File: src/hw/rtl/b64sc_pkg.sv
package b64sc_pkg;

	localparam int unsigned BYTE_W = 8;
	localparam int unsigned SYM_W  = 7;
	localparam int unsigned BURST_N = 4;

	// symbol codes above the six-bit range
	localparam logic [SYM_W-1:0] SYM_BAD = 7'd64;
	localparam logic [SYM_W-1:0] SYM_PAD = 7'd65;

	localparam logic [BYTE_W-1:0] PAD_CHAR = 8'd61;

	// direction register values
	localparam logic DIR_ENCODE = 1'b0;
	localparam logic DIR_DECODE = 1'b1;

	// one group of results waiting to leave
	typedef struct packed {
		logic [BURST_N-1:0][BYTE_W-1:0] data;
		logic [1:0]                     last_idx;
		logic                           err;
		logic                           mend;
	} burst_t;

	// six-bit value to alphabet character
	function automatic logic [BYTE_W-1:0] sym_to_char(input logic [5:0] v);
		logic [BYTE_W-1:0] c;
		if (v < 6'd26) begin
			c = 8'd65 + {2'b00, v};
		end else if (v < 6'd52) begin
			c = 8'd97 + {2'b00, v} - 8'd26;
		end else if (v < 6'd62) begin
			c = 8'd48 + {2'b00, v} - 8'd52;
		end else if (v == 6'd62) begin
			c = 8'd43;
		end else begin
			c = 8'd47;
		end
		return c;
	endfunction

	// alphabet character to six-bit value, pad or bad marker
	function automatic logic [SYM_W-1:0] char_to_sym(input logic [BYTE_W-1:0] c);
		logic [SYM_W-1:0] v;
		if (c >= 8'd65 && c <= 8'd90) begin
			v = 7'(c - 8'd65);
		end else if (c >= 8'd97 && c <= 8'd122) begin
			v = 7'(c - 8'd97 + 8'd26);
		end else if (c >= 8'd48 && c <= 8'd57) begin
			v = 7'(c - 8'd48 + 8'd52);
		end else if (c == 8'd43) begin
			v = 7'd62;
		end else if (c == 8'd47) begin
			v = 7'd63;
		end else if (c == PAD_CHAR) begin
			v = SYM_PAD;
		end else begin
			v = SYM_BAD;
		end
		return v;
	endfunction

endpackage

File: src/hw/rtl/base64_stream_codec_unit.sv
// Base64 codec (standard alphabet, '=' padding) on a byte stream. cfg_data
// selects encode (0) or decode (1); a write clears the group state, so write
// only between messages. Each request is folded into the group state in the
// cycle it is accepted; a request that completes a group (or ends the
// message, or hits a decode error) loads a burst of one to four results into
// the output register, which leave one per cycle while out_ready is high.
// Requests that give no result are taken every cycle, even while a burst
// drains; a request that gives results waits until the burst in the output
// register has gone. When the output never stalls, encoding therefore takes
// three bytes for every four results, and decoding one character per cycle.
// Decode errors give a single result with error set and out_byte zero; the
// rest of that message is dropped.
module base64_stream_codec_unit (
	input  logic                      clk,
	input  logic                      arst_n,
	input  logic                      cfg_we,
	input  logic                      cfg_data,
	input  logic                      in_valid,
	output logic                      in_ready,
	input  logic [b64sc_pkg::BYTE_W-1:0] in_byte,
	input  logic                      last_in,
	output logic                      out_valid,
	input  logic                      out_ready,
	output logic [b64sc_pkg::BYTE_W-1:0] out_byte,
	output logic                      run_last,
	output logic                      message_end,
	output logic                      error
);
	import b64sc_pkg::*;

	logic        dir_q;
	logic [23:0] group_bits_q;
	logic [1:0]  group_count_q;
	logic [1:0]  pad_count_q;
	logic        error_seen_q;

	burst_t      burst_q;
	logic        burst_valid_q;
	logic [1:0]  idx_q;

	logic [23:0] group_bits_d;
	logic [1:0]  group_count_d;
	logic [1:0]  pad_count_d;
	logic        error_seen_d;
	burst_t      burst_d;
	logic        emit;

	logic        accept;
	logic        drain_done;

	// encode helpers
	logic [23:0] enc_bits;
	logic [23:0] enc_aligned;
	logic [1:0]  enc_cnt;

	// decode helpers
	logic [SYM_W-1:0] sym;
	logic [5:0]  sym6;
	logic        bad;
	logic        is_pad;
	logic [23:0] dec_bits;
	logic [1:0]  dec_cnt;
	logic [1:0]  dec_pad;

	// output side
	assign out_valid   = burst_valid_q;
	assign out_byte    = burst_q.data[idx_q];
	assign run_last    = (idx_q == burst_q.last_idx);
	assign message_end = run_last & burst_q.mend;
	assign error       = burst_q.err;

	// requests without results pass while a burst drains
	assign drain_done = out_valid & out_ready & run_last;
	assign in_ready   = ~burst_valid_q | drain_done | ~emit;
	assign accept     = in_valid & in_ready;

	// shared decode of the incoming request
	assign enc_bits = {group_bits_q[15:0], in_byte};
	assign enc_cnt  = group_count_q + 2'd1;
	assign sym      = char_to_sym(in_byte);
	assign is_pad   = (sym == SYM_PAD);
	assign sym6     = is_pad ? 6'd0 : sym[5:0];
	assign bad      = (sym == SYM_BAD) || (is_pad && group_count_q < 2'd2) ||
	                  (!is_pad && pad_count_q != 2'd0);
	assign dec_bits = {group_bits_q[17:0], sym6};
	assign dec_cnt  = group_count_q + 2'd1;
	assign dec_pad  = is_pad ? pad_count_q + 2'd1 : pad_count_q;

	// left-align a short final encode group
	always_comb begin
		unique case (enc_cnt)
			2'd1:    enc_aligned = {enc_bits[7:0], 16'h0};
			2'd2:    enc_aligned = {enc_bits[15:0], 8'h0};
			default: enc_aligned = enc_bits;
		endcase
	end

	// next group state and result burst
	always_comb begin
		group_bits_d  = group_bits_q;
		group_count_d = group_count_q;
		pad_count_d   = pad_count_q;
		error_seen_d  = error_seen_q;
		emit          = 1'b0;
		burst_d.data     = '0;
		burst_d.last_idx = 2'd0;
		burst_d.err      = 1'b0;
		burst_d.mend     = last_in;

		if (dir_q == DIR_ENCODE) begin
			group_bits_d  = enc_bits;
			group_count_d = enc_cnt;
			if (enc_cnt == 2'd3 || last_in) begin
				emit = 1'b1;
				burst_d.last_idx = 2'd3;
				for (int i = 0; i < BURST_N; i++) begin
					if (i <= int'(enc_cnt)) begin
						burst_d.data[i] = sym_to_char(enc_aligned[23-6*i -: 6]);
					end else begin
						burst_d.data[i] = PAD_CHAR;
					end
				end
				group_bits_d  = '0;
				group_count_d = 2'd0;
			end
		end else if (error_seen_q) begin
			// message already flagged: drop until its end
			if (last_in) begin
				group_bits_d  = '0;
				group_count_d = 2'd0;
				pad_count_d   = 2'd0;
				error_seen_d  = 1'b0;
			end
		end else if (bad) begin
			emit        = 1'b1;
			burst_d.err = 1'b1;
			if (last_in) begin
				group_bits_d  = '0;
				group_count_d = 2'd0;
				pad_count_d   = 2'd0;
			end else begin
				error_seen_d = 1'b1;
			end
		end else begin
			group_bits_d  = dec_bits;
			group_count_d = dec_cnt;
			pad_count_d   = dec_pad;
			if (dec_cnt == 2'd0) begin
				// group of four complete: one to three bytes
				emit = 1'b1;
				burst_d.data[0] = dec_bits[23:16];
				burst_d.data[1] = dec_bits[15:8];
				burst_d.data[2] = dec_bits[7:0];
				burst_d.last_idx = (dec_pad >= 2'd2) ? 2'd0 :
				                   (dec_pad == 2'd1) ? 2'd1 : 2'd2;
				group_bits_d = '0;
			end else if (last_in) begin
				// message ends inside a group
				emit        = 1'b1;
				burst_d.err = 1'b1;
			end
			if (last_in) begin
				group_bits_d  = '0;
				group_count_d = 2'd0;
				pad_count_d   = 2'd0;
			end
		end
	end

	// direction and group state
	always_ff @(posedge clk or negedge arst_n) begin
		if (!arst_n) begin
			dir_q         <= DIR_ENCODE;
			group_bits_q  <= '0;
			group_count_q <= 2'd0;
			pad_count_q   <= 2'd0;
			error_seen_q  <= 1'b0;
		end else if (cfg_we) begin
			dir_q         <= cfg_data;
			group_bits_q  <= '0;
			group_count_q <= 2'd0;
			pad_count_q   <= 2'd0;
			error_seen_q  <= 1'b0;
		end else if (accept) begin
			group_bits_q  <= group_bits_d;
			group_count_q <= group_count_d;
			pad_count_q   <= pad_count_d;
			error_seen_q  <= error_seen_d;
		end
	end

	// burst control
	always_ff @(posedge clk or negedge arst_n) begin
		if (!arst_n) begin
			burst_valid_q <= 1'b0;
			idx_q         <= 2'd0;
		end else if (accept && emit) begin
			burst_valid_q <= 1'b1;
			idx_q         <= 2'd0;
		end else if (drain_done) begin
			burst_valid_q <= 1'b0;
			idx_q         <= 2'd0;
		end else if (out_valid && out_ready) begin
			idx_q <= idx_q + 2'd1;
		end
	end

	// burst payload
	always_ff @(posedge clk) begin
		if (accept && emit) begin
			burst_q <= burst_d;
		end
	end

endmodule
File: config.mk
export PLATFORM = sky130hd
export DESIGN_NAME = base64_stream_codec_unit
export DESIGN_NICKNAME = d
export VERILOG_FILES = /design/src/hw/rtl/b64sc_pkg.sv /design/src/hw/rtl/base64_stream_codec_unit.sv
export SDC_FILE = /design/constraint.sdc
export NUM_CORES = 1
export LEC_CHECK = 0
export ABC_AREA = 1
export BUFFER_PORTS_ARGS = -buffer_cell sky130_fd_sc_hd__buf_2
export CORE_MARGIN = 8
export CORE_UTILIZATION = 40
export CTS_BUF_LIST = sky130_fd_sc_hd__clkbuf_16
export CTS_CLUSTER_SIZE = 8
export DETAILED_ROUTE_END_ITERATION = 7
export MAX_ROUTING_LAYER = met4
export PLACE_DENSITY = 0.58
export SYNTH_ARGS = -nofsm -noshare
export SYNTH_HDL_FRONTEND = slang
export SYNTH_SLANG_ARGS = --single-unit
File: constraint.sdc
create_clock -name clk -period 5.6 [get_ports clk]
set_input_delay 1.4 -clock clk [delete_from_list [all_inputs] [get_ports clk]]
set_output_delay 1.4 -clock clk [all_outputs]
set_load 0.01 [all_outputs]
==> metrics.md <==
| Metric | Value |
|---|---|
| Run status | finished, final reports clean |
| Measured slew at the worst slew-check pin | 0.703 ns |
| DRT antenna net count | 0 |
| Total power | 2.18 mW |
| Simple-gate share of the synthesized area | around 30% |
| Post-Route WL | between 15000 and 20000 um |
| Global-route wire length before repair | 30300 um |
| Final setup fails | 0 |
| Syn nets | 919 |
| DRT Pass-1 Iters | 7 |
| Main combinational cell family by area after synthesis | simple AND/OR/NAND/NOR gates |
| Drt via density | 5.56 |
| Worst Path Required | 4.20 ns |
| FMAX | 0.190 GHz |
| Pre-CTS WS | 0.197 ns |
| Vias in the first global route | 5601 |
| CTS Sinks | 63 |
| Netlist cell types | 53 |
| Post-route DRC | 0 |
| Register cell area after layout | 1760 um^2 |
| Final Critical Period | 5.27 ns |
| Mapped cell area | about 6100 um^2 |
| Synthesized-area fraction occupied by adder cells | 6.82% |
| Avg WL per Cell | approximately 17 um |
| Synth Flop Type | edfxtp_1 |
| Hold Fails Final Rpt | 0 |
| Root Driver | clkbuf_16 |
| Overflow after GRT | 0 |
| Largest net degree at the start of global routing | 37 |
| Synth Area in XOR/XNOR | 3.47% |
| Worst setup margin | about 0.33 ns |
| Power per Cell Area | between 300 and 400 nW/um^2 |
| Fill cells | 1568 |
| HP Class | register to register |
| Post-synthesis mux area share | 0% |
| Final period utilization | 94.2% |
| Routability cong. | 0.922 |
| Synthesized flop and latch total | 63 |
| Layout Cell Area excl Fill | around 6700 um^2 |
| I/O Pins | 28 |
| Hold Path Depth | 2 |
| CP peak stage delay | 0.25 ns |
| Setup repair after global routing missed its margin | false |
| Area leader, netlist | edfxtp_1 |
| Most instantiated cells after synthesis | 192 x nand2_1, 101 x inv_1, 91 x nor2_1, 91 x o21ai_0, 65 x nand3_1 |
| Initial antenna violation count | 0 |
| GRT Total Usage | 20.3% |
| EDFF count, synth | 36 |
| Ant diodes | 0 |
| Routed via count | 6076 |
| Clock Path Buffers | 2 |
| Compound-Gate Fraction of Synth Area | 21.7% |
| Synth Instances | 871 |
| Clock latency on the worst-skew pair | 0.34 ns |
| Final worst clock skew | 0.00676 ns |
| Share of the synthesized area in the top cell type | 17.9% |
| Multi-input gate area | 3740 um^2 |
| Starting Density | 40.4% |
| Top Family by Delay on Critical Path | simple AND/OR/NAND/NOR gates |
| CP max FO | 10 |
| Post-DP HPWL | around 14000 um |
| Sequential area share after synthesis | 29.0% |
| Layout Nets | ~950 |
| Layout cells sized above 1 | approximately 13% |
| CP arrival | 3.87 ns |
| Post-DP Area | roughly 6400 um^2 |
| Starting DRT DRC Count | 637 |
| Yosys warnings | 0 |
| Most common cell in the netlist | nand2_1 |
| Leakage | 2.84 nW |
| Core area | 15000 um^2 |
| Die area | 19300 um^2 |
| Setup TNS | 0 ns |
| TritonCTS buffer count | 9 |
| # rows | 45 |
| H-tree Lvls | 3 |
| Max-cap violations | 0 |
| Relative slew slack | 53.1% |
| Synth async-reset ratio | a little over two fifths |
| Worst VDD drop | around 0.00016 V |
| CTS clock-pin slew for the worst setup and hold paths | 0.05 ns |
| Levels on crit path | 19 |
| FF-to-FF path depth | 15 |
| Port bufs | 27 |
| Area contributors post-synth | edfxtp_1 18%, nand2_1 12%, dfrtp_1 11% |
| CP endpoint kind | output port |
| Slew Viols, Final | 0 |
| Critical path class | input port to output port |
| Critical Path Slowest Stage Cell | ha_1 |
| Critical Path Source Type | input port |
| Area Overhead vs Synth | 10.6% |
| Die Y | 139 um |
| Mapped Avg Cell Area | about 7.0 um^2 |
| CP Buf/Inv Count | 4 |
| Crit-path cells | buf_2 -> inv_1 -> ha_1 -> inv_1 -> nand2_1 -> a21boi_0 -> nand2_1 -> nand3_1 -> nand3_1 -> nor2_2 -> nand3_1 -> nor2_4 -> nand2_4 -> nand2_8 -> nand4_4 -> nand2_1 -> nand2_2 -> nand2_2 -> buf_2 |
| CTS tree | built |
| Post-CTS setup buffers | 0 |
| Chip width | about 140 um |
## metrics by stage
stage	utilization, %	cells	hold slack, ns
after global placement	42.7	1076	0.501
final	44.7	1092	0.509
after detailed placement	42.7	1076	0.504
after global routing	44.7	1092	0.528
after CTS	44.7	1092	0.515
after floorplan	-	871	0.464
## report_power, final
part	internal [mW]	switching [mW]	total (mW)
combinational	0.320	0.686	1.01
clock	0.340	0.205	0.545
sequential	0.572	0.0609	0.633
total	1.23	0.952	2.18
## layout make-up
| class | instances | share of cell area, % |
|---|---|---|
| clock buffers | 9 | 3.36 |
| clock inverters | 7 | 0.971 |
| inverters | 113 | 6.37 |
| multi-input cells | 671 | 55.8 |
| flip-flops and latches | 63 | 26.2 |
| well taps | 188 | 3.51 |
| repair buffers | 41 | 3.77 |
## layer usage
layer / GRT usage, % / wire length (um) / share of wire (%) / up-vias
met1: 26.1 / 8360 / 44 / 2773
met5: - / 0 / 0 / -
met4: 9.19 / 639 / 3.4 / 0
met3: 3.92 / 1400 / 7.4 / 41
li1: - / - / - / 3004
met2: 30.4 / 8520 / 45 / 258
## kinds of logic (layout without fill, tap and decap cells)
kind of cell / Yosys count / count (layout)
AO/OA/AOI/OAI: 215 / 215
buffers and inverters: 137 / 170
XOR/XNOR: 24 / 24
adder cells (fa/ha/maj): 33 / 33
AND/OR/NAND/NOR: 399 / 399
flip-flops: 63 / 63
## path summary, 6_finish.rpt
kind                                  startpoint         endpoint  slack [ns]
worst max-delay path                  in_byte[0]         in_ready        0.33
worst min-delay path              pad_count_q[1]   pad_count_q[1]        0.51
worst max register to register  group_count_q[1]       burst_q[6]        1.58
worst min register to register    pad_count_q[1]   pad_count_q[1]        0.51
max in group asynchronous                 arst_n  group_bits_q[2]        4.03
min in group asynchronous                 arst_n         idx_q[1]        1.10
## what timing repair did
| action | 4_1_cts | 5_1_grt |
|---|---|---|
| resized for setup | 0 | 3 |
| hold buffers | 0 | 0 |
| setup endpoints to repair | 0 | 1 |
| endpoints found under the hold margin | 0 | 0 |
## registers in the layout, indices dropped and copies added (netlist names)
| signal | count |
|---|---|
| pad_count_q | 2 |
| error_seen_q | 1 |
| idx_q | 2 |
| dir_q | 1 |
| error | 1 |
| group_bits_q | 18 |
| out_valid | 1 |
| group_count_q | 2 |
| burst_q | 35 |
## worst min-delay path: stages (launching register included)
cell and delay, ns:
dfrtp_1 0.37, nand2_1 0.06, nand2_1 0.05
## cell usage in the layout, fill, tap and decap left out, types with 9 or more instances in the layout
cell / synthesis / final
o21ai_2: 16 / 16
o21ai_0: 91 / 91
edfxtp_1: 36 / 36
ha_1: 33 / 32
nand3_1: 65 / 65
nor2_1: 91 / 90
nor3_1: 13 / 13
xor2_1: 19 / 19
clkbuf_16: 0 / 9
dfrtp_1: 27 / 27
nand2_1: 192 / 192
inv_1: 101 / 102
a21oi_1: 44 / 44
o22ai_1: 23 / 23
buf_4: 1 / 13
buf_2: 2 / 27
Note: power is estimated with default switching activity, not from simulation.
